`src/design/mfsp_pkg.sv`:
```
// ---------------------------------------------------------------------------
// mfsp_pkg
// Shared types and constants of the MIDI file stream parser.
// ---------------------------------------------------------------------------
package mfsp_pkg;

    localparam int MAX_DELTA_BYTES_DEF = 4;
    localparam int QUEUE_DEPTH         = 2;

    localparam logic [31:0] TAG_MTHD = 32'h4D54_6864;
    localparam logic [31:0] TAG_MTRK = 32'h4D54_726B;

    localparam logic [7:0]  STATUS_META   = 8'hFF;
    localparam logic [31:0] MTHD_BODY_LEN = 32'd6;

    // result kinds
    localparam logic [3:0] KIND_HEADER  = 4'd0;
    localparam logic [3:0] KIND_SKIPPED = 4'd8;
    localparam logic [3:0] KIND_ERROR   = 4'd9;

    // offset from status high nibble to result kind for channel messages
    localparam logic [3:0] KIND_CHAN_OFFSET = 4'd7;

    // channel message status nibbles
    localparam logic [3:0] HI_NOTE_OFF  = 4'b1000;
    localparam logic [3:0] HI_BEND      = 4'b1110;
    localparam logic [3:0] HI_PROGRAM   = 4'b1100;
    localparam logic [3:0] HI_CHAN_PRES = 4'b1101;

    // error codes
    localparam logic [15:0] ERR_BAD_HDR_LEN = 16'd1;
    localparam logic [15:0] ERR_LONG_DELTA  = 16'd2;
    localparam logic [15:0] ERR_TRUNCATED   = 16'd3;

    typedef enum logic [3:0] {
        PH_CHUNK_TYPE,
        PH_CHUNK_LEN,
        PH_HEADER,
        PH_SKIP_CHUNK,
        PH_DELTA,
        PH_STATUS,
        PH_DATA1,
        PH_DATA2,
        PH_META_TYPE,
        PH_SKIP_LEN,
        PH_SKIP_BODY
    } t_phase;

    typedef struct packed {
        logic [3:0]  kind;
        logic [3:0]  channel;
        logic [15:0] value_a;
        logic [15:0] value_b;
        logic [15:0] value_c;
        logic [27:0] delta_ticks;
    } t_result;

    typedef struct packed {
        logic full;
        logic empty;
    } t_queue_status;

endpackage

```
`src/design/mfsp_parser.sv`:
```
// ---------------------------------------------------------------------------
// mfsp_parser
// Front end: takes one file byte per cycle while i_take is high, tracks chunk and event state,
// and produces at most one result record for that byte.
// ---------------------------------------------------------------------------
module mfsp_parser #(
    parameter int MAX_DELTA_BYTES = mfsp_pkg::MAX_DELTA_BYTES_DEF
) (
    input  logic              i_clk,
    input  logic              i_rst_n,
    input  logic              i_take,
    input  logic [7:0]        i_byte,
    output logic              o_push,
    output mfsp_pkg::t_result o_result
);
    import mfsp_pkg::*;

    localparam logic [3:0] MAX_CNT = 4'(MAX_DELTA_BYTES);

    t_phase      r_phase,       n_phase;
    logic [2:0]  r_byte_pos,    n_byte_pos;
    logic [31:0] r_chunk_kind,  n_chunk_kind;
    logic [31:0] r_chunk_rem,   n_chunk_rem;
    logic [27:0] r_delta_acc,   n_delta_acc;
    logic [2:0]  r_delta_cnt,   n_delta_cnt;
    logic [7:0]  r_status,      n_status;
    logic [7:0]  r_first_data,  n_first_data;
    logic [7:0]  r_meta,        n_meta;
    logic [7:0]  r_skip,        n_skip;
    logic [15:0] r_hdr_fmt,     n_hdr_fmt;
    logic [15:0] r_hdr_trk,     n_hdr_trk;

    logic [31:0] rem_dec;
    logic [31:0] len_new;
    logic [7:0]  skip_dec;
    logic        is_last;
    logic [3:0]  hi;
    t_phase      trk_next;
    logic        emit;
    t_result     res;

    always_ff @(posedge i_clk) begin
        if (!i_rst_n) begin
            r_phase      <= PH_CHUNK_TYPE;
            r_byte_pos   <= '0;
            r_chunk_kind <= '0;
            r_chunk_rem  <= '0;
            r_delta_acc  <= '0;
            r_delta_cnt  <= '0;
            r_status     <= '0;
            r_first_data <= '0;
            r_meta       <= '0;
            r_skip       <= '0;
            r_hdr_fmt    <= '0;
            r_hdr_trk    <= '0;
        end else begin
            r_phase      <= n_phase;
            r_byte_pos   <= n_byte_pos;
            r_chunk_kind <= n_chunk_kind;
            r_chunk_rem  <= n_chunk_rem;
            r_delta_acc  <= n_delta_acc;
            r_delta_cnt  <= n_delta_cnt;
            r_status     <= n_status;
            r_first_data <= n_first_data;
            r_meta       <= n_meta;
            r_skip       <= n_skip;
            r_hdr_fmt    <= n_hdr_fmt;
            r_hdr_trk    <= n_hdr_trk;
        end
    end

    always_comb begin
        n_phase      = r_phase;
        n_byte_pos   = r_byte_pos;
        n_chunk_kind = r_chunk_kind;
        n_chunk_rem  = r_chunk_rem;
        n_delta_acc  = r_delta_acc;
        n_delta_cnt  = r_delta_cnt;
        n_status     = r_status;
        n_first_data = r_first_data;
        n_meta       = r_meta;
        n_skip       = r_skip;
        n_hdr_fmt    = r_hdr_fmt;
        n_hdr_trk    = r_hdr_trk;

        rem_dec  = (r_chunk_rem != '0) ? r_chunk_rem - 32'd1 : '0;
        is_last  = (rem_dec == '0);
        len_new  = {r_chunk_rem[23:0], i_byte};
        skip_dec = (r_skip != '0) ? r_skip - 8'd1 : '0;
        hi       = r_status[7:4];
        trk_next = PH_DELTA;
        emit     = 1'b0;
        res      = '0;

        if (i_take) begin
            unique case (r_phase) inside
                PH_CHUNK_TYPE: begin
                    n_chunk_kind = {r_chunk_kind[23:0], i_byte};
                    if (r_byte_pos == 3'd3) begin
                        n_byte_pos  = '0;
                        n_chunk_rem = '0;
                        n_phase     = PH_CHUNK_LEN;
                    end else begin
                        n_byte_pos = r_byte_pos + 3'd1;
                    end
                end
                PH_CHUNK_LEN: begin
                    n_chunk_rem = len_new;
                    if (r_byte_pos != 3'd3) begin
                        n_byte_pos = r_byte_pos + 3'd1;
                    end else begin
                        n_byte_pos = '0;
                        if (r_chunk_kind == TAG_MTHD) begin
                            if (len_new == MTHD_BODY_LEN) begin
                                n_phase = PH_HEADER;
                            end else begin
                                emit        = 1'b1;
                                res.kind    = KIND_ERROR;
                                res.value_a = ERR_BAD_HDR_LEN;
                                n_phase = (len_new != '0) ? PH_SKIP_CHUNK : PH_CHUNK_TYPE;
                            end
                        end else if (r_chunk_kind == TAG_MTRK && len_new != '0) begin
                            n_delta_acc = '0;
                            n_delta_cnt = '0;
                            n_phase     = PH_DELTA;
                        end else begin
                            n_phase = (len_new != '0) ? PH_SKIP_CHUNK : PH_CHUNK_TYPE;
                        end
                    end
                end
                PH_HEADER: begin
                    n_byte_pos = r_byte_pos + 3'd1;
                    case (r_byte_pos)
                        3'd0: n_hdr_fmt    = {i_byte, 8'h00};
                        3'd1: n_hdr_fmt    = {r_hdr_fmt[15:8], i_byte};
                        3'd2: n_hdr_trk    = {i_byte, 8'h00};
                        3'd3: n_hdr_trk    = {r_hdr_trk[15:8], i_byte};
                        3'd4: n_first_data = i_byte;
                        default: begin
                            emit        = 1'b1;
                            res.kind    = KIND_HEADER;
                            res.value_a = r_hdr_fmt;
                            res.value_b = r_hdr_trk;
                            res.value_c = {r_first_data, i_byte};
                            n_byte_pos  = '0;
                            n_phase     = PH_CHUNK_TYPE;
                        end
                    endcase
                end
                PH_SKIP_CHUNK: begin
                    n_chunk_rem = rem_dec;
                    if (is_last) begin
                        n_phase = PH_CHUNK_TYPE;
                    end
                end
                PH_DELTA, PH_STATUS, PH_DATA1, PH_DATA2, PH_META_TYPE, PH_SKIP_LEN,
                PH_SKIP_BODY: begin
                    n_chunk_rem = rem_dec;
                    case (r_phase)
                        PH_DELTA: begin
                            n_delta_acc = {r_delta_acc[20:0], i_byte[6:0]};
                            if (i_byte[7] && ({1'b0, r_delta_cnt} + 4'd1 >= MAX_CNT)) begin
                                emit        = 1'b1;
                                res.kind    = KIND_ERROR;
                                res.value_a = ERR_LONG_DELTA;
                                trk_next    = PH_SKIP_CHUNK;
                            end else begin
                                n_delta_cnt = r_delta_cnt + 3'd1;
                                trk_next    = i_byte[7] ? PH_DELTA : PH_STATUS;
                            end
                        end
                        PH_STATUS: begin
                            n_status = i_byte;
                            if (i_byte[7:4] >= HI_NOTE_OFF && i_byte[7:4] <= HI_BEND) begin
                                trk_next = PH_DATA1;
                            end else if (i_byte == STATUS_META) begin
                                trk_next = PH_META_TYPE;
                            end else begin
                                trk_next = PH_SKIP_LEN;
                            end
                        end
                        PH_DATA1: begin
                            n_first_data = i_byte;
                            if (hi == HI_PROGRAM || hi == HI_CHAN_PRES) begin
                                emit            = 1'b1;
                                res.kind        = hi - KIND_CHAN_OFFSET;
                                res.channel     = r_status[3:0];
                                res.value_a     = {8'h00, i_byte};
                                res.delta_ticks = r_delta_acc;
                            end else begin
                                trk_next = PH_DATA2;
                            end
                        end
                        PH_DATA2: begin
                            emit            = 1'b1;
                            res.kind        = hi - KIND_CHAN_OFFSET;
                            res.channel     = r_status[3:0];
                            res.value_a     = {8'h00, r_first_data};
                            res.value_b     = {8'h00, i_byte};
                            res.delta_ticks = r_delta_acc;
                        end
                        PH_META_TYPE: begin
                            n_meta   = i_byte;
                            trk_next = PH_SKIP_LEN;
                        end
                        PH_SKIP_LEN: begin
                            n_skip       = i_byte;
                            n_first_data = i_byte;
                            if (i_byte == 8'h00) begin
                                emit = 1'b1;
                            end else begin
                                trk_next = PH_SKIP_BODY;
                            end
                        end
                        default: begin
                            n_skip = skip_dec;
                            if (skip_dec == 8'h00) begin
                                emit = 1'b1;
                            end else begin
                                trk_next = PH_SKIP_BODY;
                            end
                        end
                    endcase

                    // skipped event report: status, length, meta type
                    if (emit && (r_phase == PH_SKIP_LEN || r_phase == PH_SKIP_BODY)) begin
                        res.kind        = KIND_SKIPPED;
                        res.value_a     = {8'h00, r_status};
                        res.value_b     = (r_phase == PH_SKIP_LEN) ? 16'h0000
                                                                   : {8'h00, r_first_data};
                        res.value_c     = (r_status == STATUS_META) ? {8'h00, r_meta}
                                                                    : 16'h0000;
                        res.delta_ticks = r_delta_acc;
                    end

                    if (is_last) begin
                        // chunk ran out: report truncation unless a result is already due
                        if (!emit) begin
                            emit        = 1'b1;
                            res         = '0;
                            res.kind    = KIND_ERROR;
                            res.value_a = ERR_TRUNCATED;
                        end
                        n_phase = PH_CHUNK_TYPE;
                    end else begin
                        if (trk_next == PH_DELTA && r_phase != PH_DELTA) begin
                            n_delta_acc = '0;
                            n_delta_cnt = '0;
                        end
                        n_phase = trk_next;
                    end
                end
                default: begin
                    n_phase    = PH_CHUNK_TYPE;
                    n_byte_pos = '0;
                end
            endcase
        end

        o_push   = emit;
        o_result = res;
    end

endmodule

```
`src/design/mfsp_queue.sv`:
```
// ---------------------------------------------------------------------------
// mfsp_queue
// Short result queue between the parser and the output stage.
// ---------------------------------------------------------------------------
module mfsp_queue #(
    parameter int DEPTH = mfsp_pkg::QUEUE_DEPTH
) (
    input  logic                    i_clk,
    input  logic                    i_rst_n,
    input  logic                    i_push,
    input  mfsp_pkg::t_result       i_data,
    input  logic                    i_pop,
    output mfsp_pkg::t_result       o_data,
    output mfsp_pkg::t_queue_status o_status
);
    import mfsp_pkg::*;

    localparam int PTR_W = (DEPTH > 1) ? $clog2(DEPTH) : 1;
    localparam int CNT_W = $clog2(DEPTH + 1);
    localparam logic [CNT_W-1:0] CNT_FULL = CNT_W'(DEPTH);
    localparam logic [PTR_W-1:0] PTR_LAST = PTR_W'(DEPTH - 1);

    t_result          r_mem [DEPTH];
    logic [PTR_W-1:0] r_wr, n_wr;
    logic [PTR_W-1:0] r_rd, n_rd;
    logic [CNT_W-1:0] r_cnt, n_cnt;

    always_comb begin
        n_wr  = r_wr;
        n_rd  = r_rd;
        n_cnt = r_cnt;
        if (i_push) begin
            n_wr = (r_wr == PTR_LAST) ? '0 : r_wr + PTR_W'(1);
        end
        if (i_pop) begin
            n_rd = (r_rd == PTR_LAST) ? '0 : r_rd + PTR_W'(1);
        end
        if (i_push && !i_pop) begin
            n_cnt = r_cnt + CNT_W'(1);
        end else if (!i_push && i_pop) begin
            n_cnt = r_cnt - CNT_W'(1);
        end
    end

    always_ff @(posedge i_clk) begin
        if (!i_rst_n) begin
            r_wr  <= '0;
            r_rd  <= '0;
            r_cnt <= '0;
        end else begin
            r_wr  <= n_wr;
            r_rd  <= n_rd;
            r_cnt <= n_cnt;
        end
    end

    always_ff @(posedge i_clk) begin
        if (i_push) begin
            r_mem[r_wr] <= i_data;
        end
    end

    assign o_data         = r_mem[r_rd];
    assign o_status.full  = (r_cnt == CNT_FULL);
    assign o_status.empty = (r_cnt == '0);

endmodule

```
`src/design/mfsp_emitter.sv`:
```
// ---------------------------------------------------------------------------
// mfsp_emitter
// Back end: moves queued results into the output register and packs them
// onto the result stream.
// ---------------------------------------------------------------------------
module mfsp_emitter (
    input  logic                    i_clk,
    input  logic                    i_rst_n,
    input  mfsp_pkg::t_result       i_data,
    input  mfsp_pkg::t_queue_status i_status,
    output logic                    o_pop,
    output logic                    o_tvalid,
    input  logic                    i_tready,
    output logic [79:0]             o_tdata,
    output logic [3:0]              o_tuser
);
    import mfsp_pkg::*;

    logic    r_valid;
    t_result r_data;

    // refill when the register is empty or its request goes out this cycle
    assign o_pop = !i_status.empty && (!r_valid || i_tready);

    always_ff @(posedge i_clk) begin
        if (!i_rst_n) begin
            r_valid <= 1'b0;
        end else if (!r_valid || i_tready) begin
            r_valid <= !i_status.empty;
        end
    end

    always_ff @(posedge i_clk) begin
        if (o_pop) begin
            r_data <= i_data;
        end
    end

    assign o_tvalid = r_valid;
    assign o_tuser  = r_data.kind;
    assign o_tdata  = {r_data.delta_ticks, r_data.value_c, r_data.value_b,
                       r_data.value_a, r_data.channel};

endmodule

```
`src/design/midi_file_stream_parser.sv`:
```
// ---------------------------------------------------------------------------
// midi_file_stream_parser
// Standard MIDI File byte stream parser with a decoupled result stream.
// ---------------------------------------------------------------------------
// Usage:
//   Slave stream carries the raw file, one byte per request in tdata.
//   Master stream carries parsed results: tuser is the event kind (header,
//   channel messages, skipped meta/sysex, error), tdata packs channel,
//   value_a, value_b, value_c and delta_ticks.
//   Throughput: one byte per cycle while the queue has room. Every byte
//   updates the registered parser state, so consecutive requests are taken
//   back to back.
//   Path: a result caused by a byte is written into the queue at the
//   edge that accepts that byte, then loaded into the output register
//   when that register is empty or its request goes out, and from there
//   it is valid on the master side.
//   Stall: the output register holds its request while tready is low; the
//   two-entry queue keeps absorbing results, and the slave tready drops
//   only once the queue is full, so the input side sees backpressure a
//   couple of results after the master side stops.
//   Reset: synchronous, active low. Clears the parser to "expect chunk
//   type", empties the queue and drops master tvalid. No clearing pass.
// ---------------------------------------------------------------------------
module midi_file_stream_parser #(
    parameter int MAX_DELTA_BYTES = mfsp_pkg::MAX_DELTA_BYTES_DEF
) (
    input  logic        i_clk,
    input  logic        i_rst_n,
    input  logic        i_s_axis_tvalid,
    output logic        o_s_axis_tready,
    input  logic [7:0]  i_s_axis_tdata,   // [7:0] stream_byte
    output logic        o_m_axis_tvalid,
    input  logic        i_m_axis_tready,
    output logic [79:0] o_m_axis_tdata,   // [3:0] channel, [19:4] value_a,
                                          // [35:20] value_b, [51:36] value_c,
                                          // [79:52] delta_ticks
    output logic [3:0]  o_m_axis_tuser    // [3:0] event_kind
);
    import mfsp_pkg::*;

    logic          take;
    logic          push;
    logic          pop;
    t_result       parsed;
    t_result       queued;
    t_queue_status q_status;

    // accept a byte whenever the queue has room for its possible result
    assign o_s_axis_tready = !q_status.full;
    assign take            = i_s_axis_tvalid && o_s_axis_tready;

    // front: classify each byte and build its result
    mfsp_parser #(
        .MAX_DELTA_BYTES (MAX_DELTA_BYTES)
    ) u_parser (
        .i_clk    (i_clk),
        .i_rst_n  (i_rst_n),
        .i_take   (take),
        .i_byte   (i_s_axis_tdata),
        .o_push   (push),
        .o_result (parsed)
    );

    // decouple parser from the output handshake
    mfsp_queue #(
        .DEPTH (QUEUE_DEPTH)
    ) u_queue (
        .i_clk    (i_clk),
        .i_rst_n  (i_rst_n),
        .i_push   (push),
        .i_data   (parsed),
        .i_pop    (pop),
        .o_data   (queued),
        .o_status (q_status)
    );

    // back: hold and present results on the master stream
    mfsp_emitter u_emitter (
        .i_clk    (i_clk),
        .i_rst_n  (i_rst_n),
        .i_data   (queued),
        .i_status (q_status),
        .o_pop    (pop),
        .o_tvalid (o_m_axis_tvalid),
        .i_tready (i_m_axis_tready),
        .o_tdata  (o_m_axis_tdata),
        .o_tuser  (o_m_axis_tuser)
    );

endmodule

```
`config.mk`:
```
export PLATFORM = sky130hd
export DESIGN_NAME = midi_file_stream_parser
export DESIGN_NICKNAME = d
export VERILOG_FILES = /design/src/design/mfsp_pkg.sv /design/src/design/mfsp_parser.sv /design/src/design/mfsp_queue.sv /design/src/design/mfsp_emitter.sv /design/src/design/midi_file_stream_parser.sv
export SDC_FILE = /design/constraint.sdc
export NUM_CORES = 1
export LEC_CHECK = 0
export BUFFER_PORTS_ARGS = -buffer_cell sky130_fd_sc_hd__buf_4
export CAP_MARGIN = 20
export CORE_UTILIZATION = 45
export DETAILED_ROUTE_END_ITERATION = 12
export PLACE_DENSITY = 0.74
export RECOVER_POWER = 100
export SLEW_MARGIN = 0
export SYNTH_ARGS = -nofsm -noshare
export SYNTH_HDL_FRONTEND = slang
export SYNTH_HIERARCHICAL = 1
export SYNTH_SLANG_ARGS = --single-unit
export TNS_END_PERCENT = 10
```
`constraint.sdc`:
```
create_clock -name i_clk -period 8 [get_ports i_clk]
set_input_delay 1.2 -clock i_clk [delete_from_list [all_inputs] [get_ports i_clk]]
set_output_delay 1.2 -clock i_clk [all_outputs]
set_load 0.01 [all_outputs]
```
==> results by group, run 1 <==
Yosys
  – Sequential share of the synthesized area: 0.6038
  – Cell Area, Synth: 18240 µm²
  – Asr flop ratio synth: 0
  – Yosys top cell area share: 0.4150
  – Warnings from Yosys: 6
  – Syn Inst Count: 1556
  – Synth Register Bits: 424
  – Syn nets: 1582
  – Yosys cell types: 74
  – Primary FF master, synth: edfxtp_1
  – EDFF count, synth: 252
  – Syn Area/Cell: 11.72 µm²
  – Top cells by area, synth: edfxtp_1 (41%), dfxtp_1 (19%), mux2_2 (5.2%)
  – Area leader, netlist: edfxtp_1

Floorplan
  – Die Y: 203.3 µm
  – I/O pin count: 98
  – Core Region: 39820 µm²
  – Die ar.: 41340 µm²
  – Row Count: 73
  – Initial core utilization: 0.4579
  – Die width: 203.3 µm

Power and ir drop
  – LEAKAGE: 6.781 nW
  – Pwr Density: 286.6 nW/µm²
  – VDD IR-drop max: 0.1775 mV

Setup path
  – Kind of critical path: in2reg
  – Crit. Startpoint: i_s_axis_tvalid
  – Worst path bufs/invs: 3
  – WP data required: 8170 ps
  – CP Data Arrival Time: 6080 ps
  – Crit-path max FO: 66
  – Setup crit start kind: input pin
  – CP delay by family, top: buffers and inverters
  – Crit-path cells: clkbuf_4 > nor2b_2 > clkbuf_1 > nand2_1 > nor2_1 > a21oi_1 > a31oi_1 > and2_0 > buf_4
  – Largest stage delay on the critical path: 1130 ps
  – Crit Reg-Reg Startpoint: u_queue/r_cnt[0]
  – CP Capture Type: flip-flop
  – Worst path slowest cell: and2_0

Global routing
  – Largest net degree at the start of global routing: 95
  – Global route overflow: 0
  – Vias in the first global route: 11721
  – Tot GR Track Use: 0.1953
  – Initial antenna violation count: 0
  – First-pass GRT wire length: 64.56 mm

Clock tree
  – Clk sink count: 424
  – CTS root buffer: clkbuf_16
  – CTS tree: yes
  – CTS Hold Buffers Added: 0
  – Clk slew on worst S/H paths: 60 ps
  – Post-cts repair resize count: 0
  – Inserted Clock Buffers: 42
  – H-tree depth: 2
  – Insertion delay to the later sink of the worst-skew pair: 560 ps
  – Post-CTS setup buffer count: 0
  – Clock Tree Buf Depth: 3

Finish
  – Fillcell total: 3480
  – Footprint of the multi-input gates: 6666 µm²
  – Share of cells above drive strength 1: 0.1113
  – Commonest non-fill, non-tap cell in the layout: edfxtp_1
  – Ant. Diodes: 0
  – Nets: 1637
  – Post-route cell area: 20460 µm²
  – Most frequent cells in the layout: edfxtp_1 (252), dfxtp_1 (172), nand2_1 (142)
  – P&R area growth vs syn: 12.19%
  – Register area: 11010 µm²

Min path
  – Hold Crit Class: reg2reg
  – Hold path start: u_parser/r_meta[7]

Detailed routing
  – Via count: 12282
  – Total Wirelength: 40.73 mm
  – DR WL/cell: 18.78 µm
  – DRC viols: 0
  – DR iter-0 viols: 1246
  – DRT Pass-1 Iters: 6
  – Post-route ant nets: 0
  – DR vias/cell: 5.663

STA
  – Fin crit share: 0.7385
  – Final Setup Violations: 0
  – Fin Setup TNS: 0 ps
  – Rel. slew slack: -1.412
  – Final Max Tran Viols: 281
  – Final hold slack: 454.8 ps
  – Unrepaired setup endpoints after global routing: false
  – Clock Skew: 21.83 ps
  – Crit path time final: 5908 ps
  – Slew @ Worst Pin: 3618 ps
  – Final Hold Fails: 0
  – F_max: 0.1693 GHz
  – PnR worst setup slack: 2092 ps

Placement
  – Gpl congestion: 0.9039
  – Port Buffers: 97
  – Area after DPL: 19310 µm²
  – Post-DP HPWL: 25.33 mm
  – Post-place setup slack: 2696 ps

Outcome
  – Failing checks: capacitance limit, slew limit
  – Outcome: finished with violations

Job
  – Max-cap violations: 5
## power by group
| group | internal, W | total (W) | switching (W) |
|---|---|---|---|
| combinational | 0.000376 | 0.00103 | 0.000654 |
| sequential | 0.00260 | 0.00271 | 0.000110 |
| clock | 0.00128 | 0.00212 | 0.000840 |
## synthesized netlist by cell type, drive strengths merged (9+ instances only)
| master | count |
|---|---|
| edfxtp | 252 |
| dfxtp | 172 |
| nand2 | 142 |
| nor2 | 124 |
| and2 | 84 |
| mux2 | 84 |
| clkbuf | 83 |
| a21oi | 71 |
| o21ai | 64 |
| nor2b | 41 |
| a22oi | 35 |
| mux2i | 33 |
| nor3 | 33 |
| a22o | 31 |
| nand3 | 26 |
| a21boi | 23 |
| buf | 22 |
| inv | 21 |
| nor4 | 21 |
| a222oi | 16 |
| ha | 14 |
| nand4 | 12 |
| nor3b | 12 |
| xor2 | 11 |
| xnor2 | 10 |
| and3 | 9 |
| nand2b | 9 |
## final cells by class
class	count	area share
clock buffers	50	0.05333
clock inverters	27	0.02049
inverters	22	0.004036
multi-input cells	1005	0.3258
flip-flops and latches	424	0.5382
well taps	525	0.03211
repair buffers	116	0.02605
## flip-flops by register name, indices dropped and copies added, names as in the netlist, 2 cells and up, named ones only
| register | cells |
|---|---|
| u_emitter/o_tdata | 80 |
| u_emitter/o_tuser | 4 |
| u_parser/r_byte_pos | 3 |
| u_parser/r_chunk_kind | 32 |
| u_parser/r_chunk_rem | 32 |
| u_parser/r_delta_acc | 28 |
| u_parser/r_delta_cnt | 3 |
| u_parser/r_first_data | 8 |
| u_parser/r_hdr_fmt | 16 |
| u_parser/r_hdr_trk | 16 |
| u_parser/r_meta | 8 |
| u_parser/r_phase | 4 |
| u_parser/r_skip | 8 |
| u_parser/r_status | 8 |
| u_queue/r_cnt | 2 |
| u_queue/r_mem | 168 |
## worst paths after layout
kind	end	slack [ps]	cells after the start
min reg2reg	u_parser/r_meta[7]	450	2
max reg2reg	u_queue/r_mem[1][83]	2170	9
max	u_queue/r_mem[1][83]	2090	9
min	u_parser/r_meta[7]	450	2
## routing by layer
| metal | GRT usage | wire, µm |
|---|---|---|
| met1 | 0.2655 | 17730 |
| met5 | 0 | 0 |
| met4 | 0.05908 | 944 |
| met2 | 0.3219 | 19660 |
| met3 | 0.02972 | 2390 |
## kinds of logic (layout without fill, tap and decap cells)
| logic type | after synthesis | after routing | share of synthesized area |
|---|---|---|---|
| compound gates | 308 | 308 | 0.1181 |
| xor+xnor | 21 | 21 | 0.01009 |
| fa+ha+maj | 14 | 14 | 0.009606 |
| buf+inv | 127 | 215 | 0.03156 |
| flops | 424 | 424 | 0.6038 |
| mux | 117 | 117 | 0.06998 |
| simple gates | 545 | 545 | 0.1568 |
## metrics by stage
step                total power, W  cells  utilization
floorplan                 0.003521   1556            -
global placement          0.003859   2090       0.4848
detailed placement        0.003876   2090       0.4848
CTS                       0.005999   2167       0.5227
global route              0.006112   2169       0.5138
finish                    0.005865   2169       0.5138
## worst min-delay path, stage by stage (launching register included)
cell	delay (ps)
dfxtp_1	310
nand2_1	50
a21oi_1	50
Note: power is estimated with default switching activity, not from simulation.
==> run 2: changes to the inputs <==
--- a/config.mk
+++ b/config.mk
@@ -5,6 +5,7 @@
 export SDC_FILE = /design/constraint.sdc
 export NUM_CORES = 1
 export LEC_CHECK = 0
+export ABC_AREA = 1
 export BUFFER_PORTS_ARGS = -buffer_cell sky130_fd_sc_hd__buf_4
 export CAP_MARGIN = 20
 export CORE_UTILIZATION = 45
==> constraint.sdc (replaced) <==
create_clock -name i_clk -period 5.52 [get_ports i_clk]
set_input_delay 0.828 -clock i_clk [delete_from_list [all_inputs] [get_ports i_clk]]
set_output_delay 0.828 -clock i_clk [all_outputs]
set_load 0.01 [all_outputs]
==> results by group, run 2 <==
Outcome
  – Outcome: finished with violations (unchanged)
  – Failing checks: capacitance limit, slew limit (unchanged)

Power and ir drop
  – Sequential power share: 0.405 (was 0.463)
  – Clk pwr share: 0.298 (was 0.362)
  – P_sw: 0.003582 W (was 0.001604 W)
  – LEAKAGE: 7.223 nW (was 6.781 nW)
  – VDD IR-drop max: 0.3580 mV (was 0.1775 mV)
  – Pwr Density: 472.3 nW/µm² (was 286.6 nW/µm²)
  – Sw Share: 0.3562 (was 0.2735)
  – Internal Power: 0.006475 W (was 0.004261 W)
  – Combinational group share of total power: 0.297 (was 0.176)

STA
  – Clock Skew: 18.08 ps (was 21.83 ps)
  – Final Hold Fails: 0 (unchanged)
  – PnR worst setup slack: 855.8 ps (was 2092 ps)
  – Slew @ Worst Pin: 4006 ps (was 3618 ps)
  – Fin crit share: 0.8450
  – Final Setup Violations: 0 (unchanged)
  – Final Max Tran Viols: 299 (was 281)
  – Final hold slack: 454.4 ps (was 454.8 ps)
  – Unrepaired setup endpoints after global routing: false (unchanged)
  – F_max: 0.2144 GHz
  – Crit path time final: 4664 ps
  – Rel. slew slack: -1.671 (was -1.412)

Setup path
  – WP data required: 5770 ps (was 8170 ps)
  – CP delay by family, top: simple AND/OR/NAND/NOR gates (was buffers and inverters)
  – Crit-path max FO: 56 (was 66)
  – Worst path most repeated cell: nand2_1
  – Setup crit start kind: flip-flop (was input pin)
  – Worst path bufs/invs: 3 (unchanged)
  – CP Capture Type: flip-flop (unchanged)
  – Crit-path cells: inv_1 > ha_1 > nand4_1 > nor2_1 > nand2_2 > nand3_1 > nand2_1 > nor2_1 > nand2_1 > nor2_1 > nand2_1 > nand2_1 > nand2_1 > a21oi_1 > inv_1 > nor2_4 > buf_4 (was clkbuf_4 > nor2b_2 > clkbuf_1 > nand2_1 > nor2_1 > a21oi_1 > a31oi_1 > and2_0 > buf_4)
  – Largest stage delay on the critical path: 700 ps (was 1130 ps)
  – Worst r2r path cells: 17 (was 9)
  – Crit Reg-Reg Startpoint: u_parser/r_chunk_rem[0] (was u_queue/r_cnt[0])
  – CP Data Arrival Time: 4920 ps (was 6080 ps)
  – Worst path slowest cell: nor2_4 (was and2_0)
  – Reg2reg setup slack: 860 ps (was 2170 ps)
  – Kind of critical path: reg2reg (was in2reg)
  – Reg-to-Reg End: u_queue/r_mem[0][26] (was u_queue/r_mem[1][83])

Detailed routing
  – Total Wirelength: 46.24 mm (was 40.73 mm)
  – DR vias/cell: 5.466 (was 5.663)
  – Via count: 14404 (was 12282)
  – DRT Pass-1 Iters: 6 (unchanged)
  – Post-route ant nets: 0 (unchanged)
  – DR WL/cell: 17.55 µm (was 18.78 µm)
  – DRC viols: 0 (unchanged)
  – DR iter-0 viols: 1420 (was 1246)

Yosys
  – Yosys cell types: 46 (was 74)
  – Asr flop ratio synth: 0 (unchanged)
  – EDFF count, synth: 252 (unchanged)
  – Yosys top cell area share: 0.3912 (was 0.4150)
  – Synth Register Bits: 424 (unchanged)
  – Primary FF master, synth: edfxtp_1 (unchanged)
  – Syn Inst Count: 1990 (was 1556)
  – Area leader, netlist: edfxtp_1 (unchanged)
  – Syn nets: 2016 (was 1582)
  – Most frequent cell after synthesis: nand2_1 (was edfxtp_1)
  – Cell Area, Synth: 19340 µm² (was 18240 µm²)
  – Top cells by area, synth: edfxtp_1 (39%), dfxtp_1 (18%), nand2_1 (6.8%) (was edfxtp_1 (41%), dfxtp_1 (19%), mux2_2 (5.2%))
  – Top cells by count, synth: nand2_1 (352), edfxtp_1 (252), nor2_1 (190) (was edfxtp_1 (252), dfxtp_1 (172), nand2_1 (142))
  – Syn Area/Cell: 9.720 µm² (was 11.72 µm²)
  – Sequential share of the synthesized area: 0.5692 (was 0.6038)
  – Warnings from Yosys: 6 (unchanged)

Clock tree
  – Post-CTS setup buffer count: 0 (unchanged)
  – CTS tree: yes (unchanged)
  – H-tree depth: 2 (unchanged)
  – Clk sink count: 424 (unchanged)
  – Post-cts repair resize count: 0 (unchanged)
  – Inserted Clock Buffers: 45 (was 42)
  – Clk slew on worst S/H paths: 60 ps (about the same)
  – CTS root buffer: clkbuf_16 (unchanged)
  – Clock Tree Buf Depth: 3 (unchanged)
  – Insertion delay to the later sink of the worst-skew pair: 580 ps (was 560 ps)
  – CTS Hold Buffers Added: 0 (unchanged)

Floorplan
  – Core Region: 42130 µm² (was 39820 µm²)
  – Die Y: 209.3 µm (was 203.3 µm)
  – Die width: 209.3 µm (was 203.3 µm)
  – Initial core utilization: 0.4591 (was 0.4579)
  – Die ar.: 43820 µm² (was 41340 µm²)
  – Row Count: 75 (was 73)
  – I/O pin count: 98 (unchanged)

Global routing
  – Initial antenna violation count: 0 (unchanged)
  – Largest net degree at the start of global routing: 99 (was 95)
  – Met2 Usage GRT: 0.3514 (was 0.3219)
  – First-pass GRT wire length: 73.55 mm (was 64.56 mm)
  – Met1 Usage GRT: 0.2781 (was 0.2655)
  – Vias in the first global route: 13753 (was 11721)
  – GR Util met3: 0.03546 (was 0.02972)
  – Busiest layer in global routing: met2 (unchanged)
  – Tot GR Track Use: 0.2103 (was 0.1953)
  – Global route overflow: 0 (unchanged)

Placement
  – Post-place setup slack: 1111 ps (was 2696 ps)
  – Post-DP HPWL: 30.30 mm (was 25.33 mm)
  – Gpl congestion: 0.9187 (was 0.9039)
  – Port Buffers: 97 (unchanged)

Min path
  – Hold Crit Class: reg2reg (unchanged)
  – Hold Crit Depth: 2 (unchanged)
  – Hold path start: u_parser/r_hdr_fmt[10] (was u_parser/r_meta[7])
  – Hold EP: u_parser/r_hdr_fmt[10] (was u_parser/r_meta[7])

Finish
  – Share of cells above drive strength 1: 0.09256 (was 0.1113)
  – Register area: 11010 µm² (unchanged)
  – Ant. Diodes: 0 (unchanged)
  – Commonest non-fill, non-tap cell in the layout: nand2_1 (was edfxtp_1)
  – Footprint of the multi-input gates: 6810 µm² (was 6666 µm²)
  – Nets: 2085 (was 1637)
  – Most frequent cells in the layout: nand2_1 (354), edfxtp_1 (252), nor2_1 (192) (was edfxtp_1 (252), dfxtp_1 (172), nand2_1 (142))
  – Fillcell total: 3823 (was 3480)
  – Largest register FFs: 168 (unchanged)
  – P&R area growth vs syn: 10.09% (was 12.19%)
  – Register with the highest flop count: u_queue/r_mem (unchanged)

Job
  – Max-cap violations: 5 (unchanged)
==> run 2: changes by cell type in the layout (fill, tap and decap cells not counted), moves of 33 or more <==
cell | previous run | this run
nand2_1 | 142 | 354
inv_1 | 20 | 183
a21oi_1 | 71 | 166
nand3_1 | 26 | 98
nor2_1 | 122 | 192
and2_0 | 65 | 2
o21ai_0 | 61 | 110
mux2_2 | 61 | 17
mux2_1 | 23 | 63
nor2b_1 | 39 | 0
a31oi_1 | 6 | 42
nand2_2 | 0 | 34
mux2i_1 | 33 | 0
==> run 2: worst max path at each step <==
| stage | to | start | depth (start not counted) |
|---|---|---|---|
| after floorplan | u_queue/r_cnt[1] | i_m_axis_tready | 9 |
| after global placement | u_queue/r_mem[0][20] | u_parser/r_chunk_rem[0] | 17 |
| after detailed placement | u_queue/r_mem[0][23] | u_parser/r_chunk_rem[0] | 17 |
| after CTS | u_queue/r_mem[0][26] | u_parser/r_chunk_rem[0] | 17 |
| after global routing | u_queue/r_mem[0][18] | u_parser/r_chunk_rem[0] | 17 |
| final | u_queue/r_mem[0][26] | u_parser/r_chunk_rem[0] | 17 |
==> run 2: metrics by stage <==
stage	std cells	setup TNS (ps)	cell area, µm²	total power (W)	utilization
3_3_place_gp	2551	0	20500	0.007423	0.4864
3_5_place_dp	2551	0	20500	0.007461	0.4864
4_1_cts	2635	0	21990	0.01048	0.5220
6_report	2635	0	21290	0.01006	0.5054
2_1_floorplan	1990	-2732	19340	0.006627	-
5_1_grt	2635	0	21290	0.01061	0.5054
==> run 2: area by class of cell <==
class	instances	area share
multi-input cells	1276	0.3198
clock inverters	20	0.008872
well taps	539	0.03167
flip-flops and latches	424	0.5171
clock buffers	64	0.06146
inverters	192	0.03390
repair buffers	120	0.02720
==> run 2: kinds of logic (layout without fill, tap and decap cells) <==
kind of cell / after synthesis / after routing / share of synthesized area
compound gates: 374 / 374 / 0.1118
xor+xnor: 12 / 12 / 0.005434
fa+ha+maj: 14 / 14 / 0.009056
buf+inv: 290 / 396 / 0.06294
flops: 424 / 424 / 0.5692
mux: 84 / 84 / 0.06055
simple gates: 792 / 792 / 0.1809
==> run 2: power by group through the flow <==
stage               logic, W  registers (W)  clock network, W
floorplan            0.00237        0.00426                 0
global placement     0.00328        0.00414                 0
detailed placement   0.00331        0.00415                 0
CTS                  0.00332        0.00409           0.00306
global route         0.00330        0.00412           0.00319
finish               0.00299        0.00407           0.00300
==> run 2: layer usage <==
metal  up-vias  wire [µm]  share of wire
met3        89       3108          0.067
li1       6948          -              -
met4         0       1338          0.029
met2       532      22200           0.48
met1      6835      19590           0.42
met5         -          0              0
==> run 2: tightest hold or removal path, stage by stage (launching register included) <==
cell and delay (ps):
dfxtp_1 290, inv_1 60, a21oi_1 60
==> run 3: changes to the inputs <==
--- a/config.mk
+++ b/config.mk
@@ -10,7 +10,7 @@
 export CAP_MARGIN = 20
 export CORE_UTILIZATION = 45
 export DETAILED_ROUTE_END_ITERATION = 12
-export PLACE_DENSITY = 0.74
+export PLACE_DENSITY = 0.76
 export RECOVER_POWER = 100
 export SLEW_MARGIN = 0
 export SYNTH_ARGS = -nofsm -noshare
==> constraint.sdc (replaced) <==
create_clock -name i_clk -period 3.8 [get_ports i_clk]
set_input_delay 0.57 -clock i_clk [delete_from_list [all_inputs] [get_ports i_clk]]
set_output_delay 0.57 -clock i_clk [all_outputs]
set_load 0.01 [all_outputs]
==> results by group, run 3 (synthesis gave the netlist of run 2 again) <==
Outcome
  – Outcome: finished with violations (unchanged)
  – Failing checks: capacitance limit, slew limit (unchanged)

Detailed routing
  – DRT Pass-1 Iters: 5 (was 6)
  – DRC viols: 0 (unchanged)
  – Post-route ant nets: 0 (unchanged)
  – DR vias/cell: 5.480 (was 5.466)
  – DR WL/cell: 17.03 µm (was 17.55 µm)
  – DR iter-0 viols: 1456 (was 1420)
  – Total Wirelength: 45.12 mm (was 46.24 mm)
  – Via count: 14517 (was 14404)

Power and ir drop
  – Sw Share: 0.3536 (was 0.3562)
  – Combinational group share of total power: 0.299 (was 0.297)
  – P_sw: 0.005102 W (was 0.003582 W)
  – Sequential power share: 0.413 (was 0.405)
  – VDD IR-drop max: 0.4094 mV (was 0.3580 mV)
  – Pwr Density: 674.6 nW/µm² (was 472.3 nW/µm²)
  – Clk pwr share: 0.288 (was 0.298)
  – LEAKAGE: 7.258 nW (was 7.223 nW)
  – Internal Power: 0.009325 W (was 0.006475 W)
  – Pwr Total: 0.01443 W (was 0.01006 W)

Setup path
  – CP Data Arrival Time: 3650 ps (was 4920 ps)
  – CP delay by family, top: simple AND/OR/NAND/NOR gates (unchanged)
  – Crit Reg-Reg Startpoint: u_parser/r_chunk_rem[0] (unchanged)
  – WP data required: 3980 ps (was 5770 ps)
  – Worst path most repeated cell: nand2_1 (unchanged)
  – Worst path slowest cell: buf_6 (was nor2_4)
  – Worst r2r path cells: 18 (was 17)
  – Kind of critical path: reg2reg (unchanged)
  – Setup crit start kind: flip-flop (unchanged)
  – Crit. Startpoint: u_parser/r_chunk_rem[0] (unchanged)
  – End of the critical path: u_queue/r_mem[0][22] (was u_queue/r_mem[0][26])
  – Crit-path max FO: 53 (was 56)
  – Reg2reg setup slack: 320 ps (was 860 ps)
  – Reg-to-Reg End: u_queue/r_mem[0][22] (was u_queue/r_mem[0][26])
  – CP Capture Type: flip-flop (unchanged)
  – Crit path depth: 18 (was 17)
  – Worst path bufs/invs: 4 (was 3)
  – Crit-path cells: inv_1 > ha_1 > nand4_1 > nor2_1 > nand2_2 > buf_4 > nand3_1 > nand2_1 > nor2_1 > nand2_1 > nor2_4 > nand2_4 > nand2_1 > nand2_1 > a21oi_1 > inv_1 > nor2_4 > buf_6 (was inv_1 > ha_1 > nand4_1 > nor2_1 > nand2_2 > nand3_1 > nand2_1 > nor2_1 > nand2_1 > nor2_1 > nand2_1 > nand2_1 > nand2_1 > a21oi_1 > inv_1 > nor2_4 > buf_4)
  – Largest stage delay on the critical path: 430 ps (was 700 ps)

Clock tree
  – Clock Tree Buf Depth: 3 (unchanged)
  – H-tree depth: 2 (unchanged)
  – CTS tree: yes (unchanged)
  – Post-cts repair resize count: 0 (unchanged)
  – Clk sink count: 424 (unchanged)
  – Clk slew on worst S/H paths: 60 ps (about the same)
  – Inserted Clock Buffers: 42 (was 45)
  – Insertion delay to the later sink of the worst-skew pair: 560 ps (was 580 ps)
  – Post-CTS setup buffer count: 0 (unchanged)
  – CTS root buffer: clkbuf_16 (unchanged)
  – CTS Hold Buffers Added: 0 (unchanged)

STA
  – Clock Skew: 24.95 ps (was 18.08 ps)
  – Final Hold Fails: 0 (unchanged)
  – Slew @ Worst Pin: 2135 ps (was 4006 ps)
  – Final Max Tran Viols: 313 (was 299)
  – F_max: 0.2875 GHz (was 0.2144 GHz)
  – Crit path time final: 3478 ps (was 4664 ps)
  – Rel. slew slack: -0.4234 (was -1.671)
  – Unrepaired setup endpoints after global routing: false (unchanged)
  – Fin crit share: 0.9153 (was 0.8450)
  – PnR worst setup slack: 321.9 ps (was 855.8 ps)
  – Final Setup Violations: 0 (unchanged)

Finish
  – Share of cells above drive strength 1: 0.09953 (was 0.09256)
  – Register with the highest flop count: u_queue/r_mem (unchanged)
  – Nets: 2103 (was 2085)
  – Most frequent cells in the layout: nand2_1 (370), edfxtp_1 (252), nor2_1 (189) (was nand2_1 (354), edfxtp_1 (252), nor2_1 (192))
  – Largest register FFs: 168 (unchanged)
  – Ant. Diodes: 0 (unchanged)
  – Commonest non-fill, non-tap cell in the layout: nand2_1 (unchanged)
  – P&R area growth vs syn: 10.56% (was 10.09%)
  – Layout Cells excl Fill: 2649 (was 2635)
  – Fin util: 0.5076 (was 0.5054)

Placement
  – Placed cell count: 2572 (was 2551)
  – Post-place setup slack: 423.2 ps (was 1111 ps)
  – Post-DP HPWL: 29.88 mm (was 30.30 mm)
  – Port Buffers: 97 (unchanged)
  – Gpl congestion: 0.9511 (was 0.9187)

Job
  – Max-cap violations: 4 (was 5)

Global routing
  – Largest net degree at the start of global routing: 99 (unchanged)
  – Initial antenna violation count: 0 (unchanged)
  – First-pass GRT wire length: 72.29 mm (was 73.55 mm)
  – Vias in the first global route: 13826 (was 13753)
  – Tot GR Track Use: 0.2043 (was 0.2103)
  – Global route overflow: 0 (unchanged)

Floorplan
  – Core Region: 42130 µm² (unchanged)
  – Die Y: 209.3 µm (unchanged)
  – Row Count: 75 (unchanged)
  – Initial core utilization: 0.4591 (unchanged)
  – Die ar.: 43820 µm² (unchanged)
  – I/O pin count: 98 (unchanged)
  – Die width: 209.3 µm (unchanged)

Min path
  – Hold Crit Class: in2reg (was reg2reg)
## run 3: cell count changes in the layout (fill, tap and decap cells not counted), moves of 5 or more
cell,delta
buf_4,+8
nand2_1,+16
a21oi_2,+21
clkbuf_2,+5
nand2_2,-18
a21oi_1,-21
clkinv_1,+7
clkbuf_8,-9
## run 3: area by class of cell
cell class                 instances  area (µm²)
sequential                       424       11010
tap                              539       674.4
clock buffer                      48        1095
multi-input combinational       1276        6870
fill                            3830       20750
clock inverter                    29       297.8
timing repair buffer             141       714.4
inverter                         192       721.9
## run 3: worst min-delay path, stage by stage
cell	delay, ps
buf_4	80
inv_2	40
nand2_2	50
a21oi_2	40
## run 3: stage by stage
step,hold slack (ps),setup TNS [ps],area [µm²]
after floorplan,429.0,-34790,19350
after global placement,441.5,0,20710
after detailed placement,449.3,0,20710
after CTS,271.8,0,22100
after global routing,291.8,0,21390
final,291.0,0,21390
## run 3: per-layer routing
layer / track usage / share of wire / vias to the layer above
met3: 0.03008 / 0.063 / 99
met1: 0.2674 / 0.42 / 6920
met4: 0.06592 / 0.029 / 0
met5: 0 / 0 / -
met2: 0.3483 / 0.48 / 514
li1: - / - / 6984
## run 3: how the worst min path moves through the flow
stage	startpoint	end	cells past startpoint
floorplan	u_parser/r_chunk_kind[25]	u_parser/r_chunk_kind[25]	2
global placement	u_parser/r_hdr_fmt[12]	u_parser/r_hdr_fmt[12]	2
detailed placement	u_parser/r_hdr_fmt[15]	u_parser/r_hdr_fmt[15]	2
CTS	i_m_axis_tready	u_emitter/o_tvalid	4
global route	i_m_axis_tready	u_emitter/o_tvalid	4
finish	i_m_axis_tready	u_emitter/o_tvalid	4
## run 3: power groups by stage
stage | logic [W] | clock network (W) | registers (W)
6_report | 0.00431 | 0.00416 | 0.00596
3_3_place_gp | 0.00492 | 0 | 0.00604
5_1_grt | 0.00476 | 0.00442 | 0.00603
4_1_cts | 0.00495 | 0.00424 | 0.00597
2_1_floorplan | 0.00345 | 0 | 0.00614
3_5_place_dp | 0.00494 | 0 | 0.00607
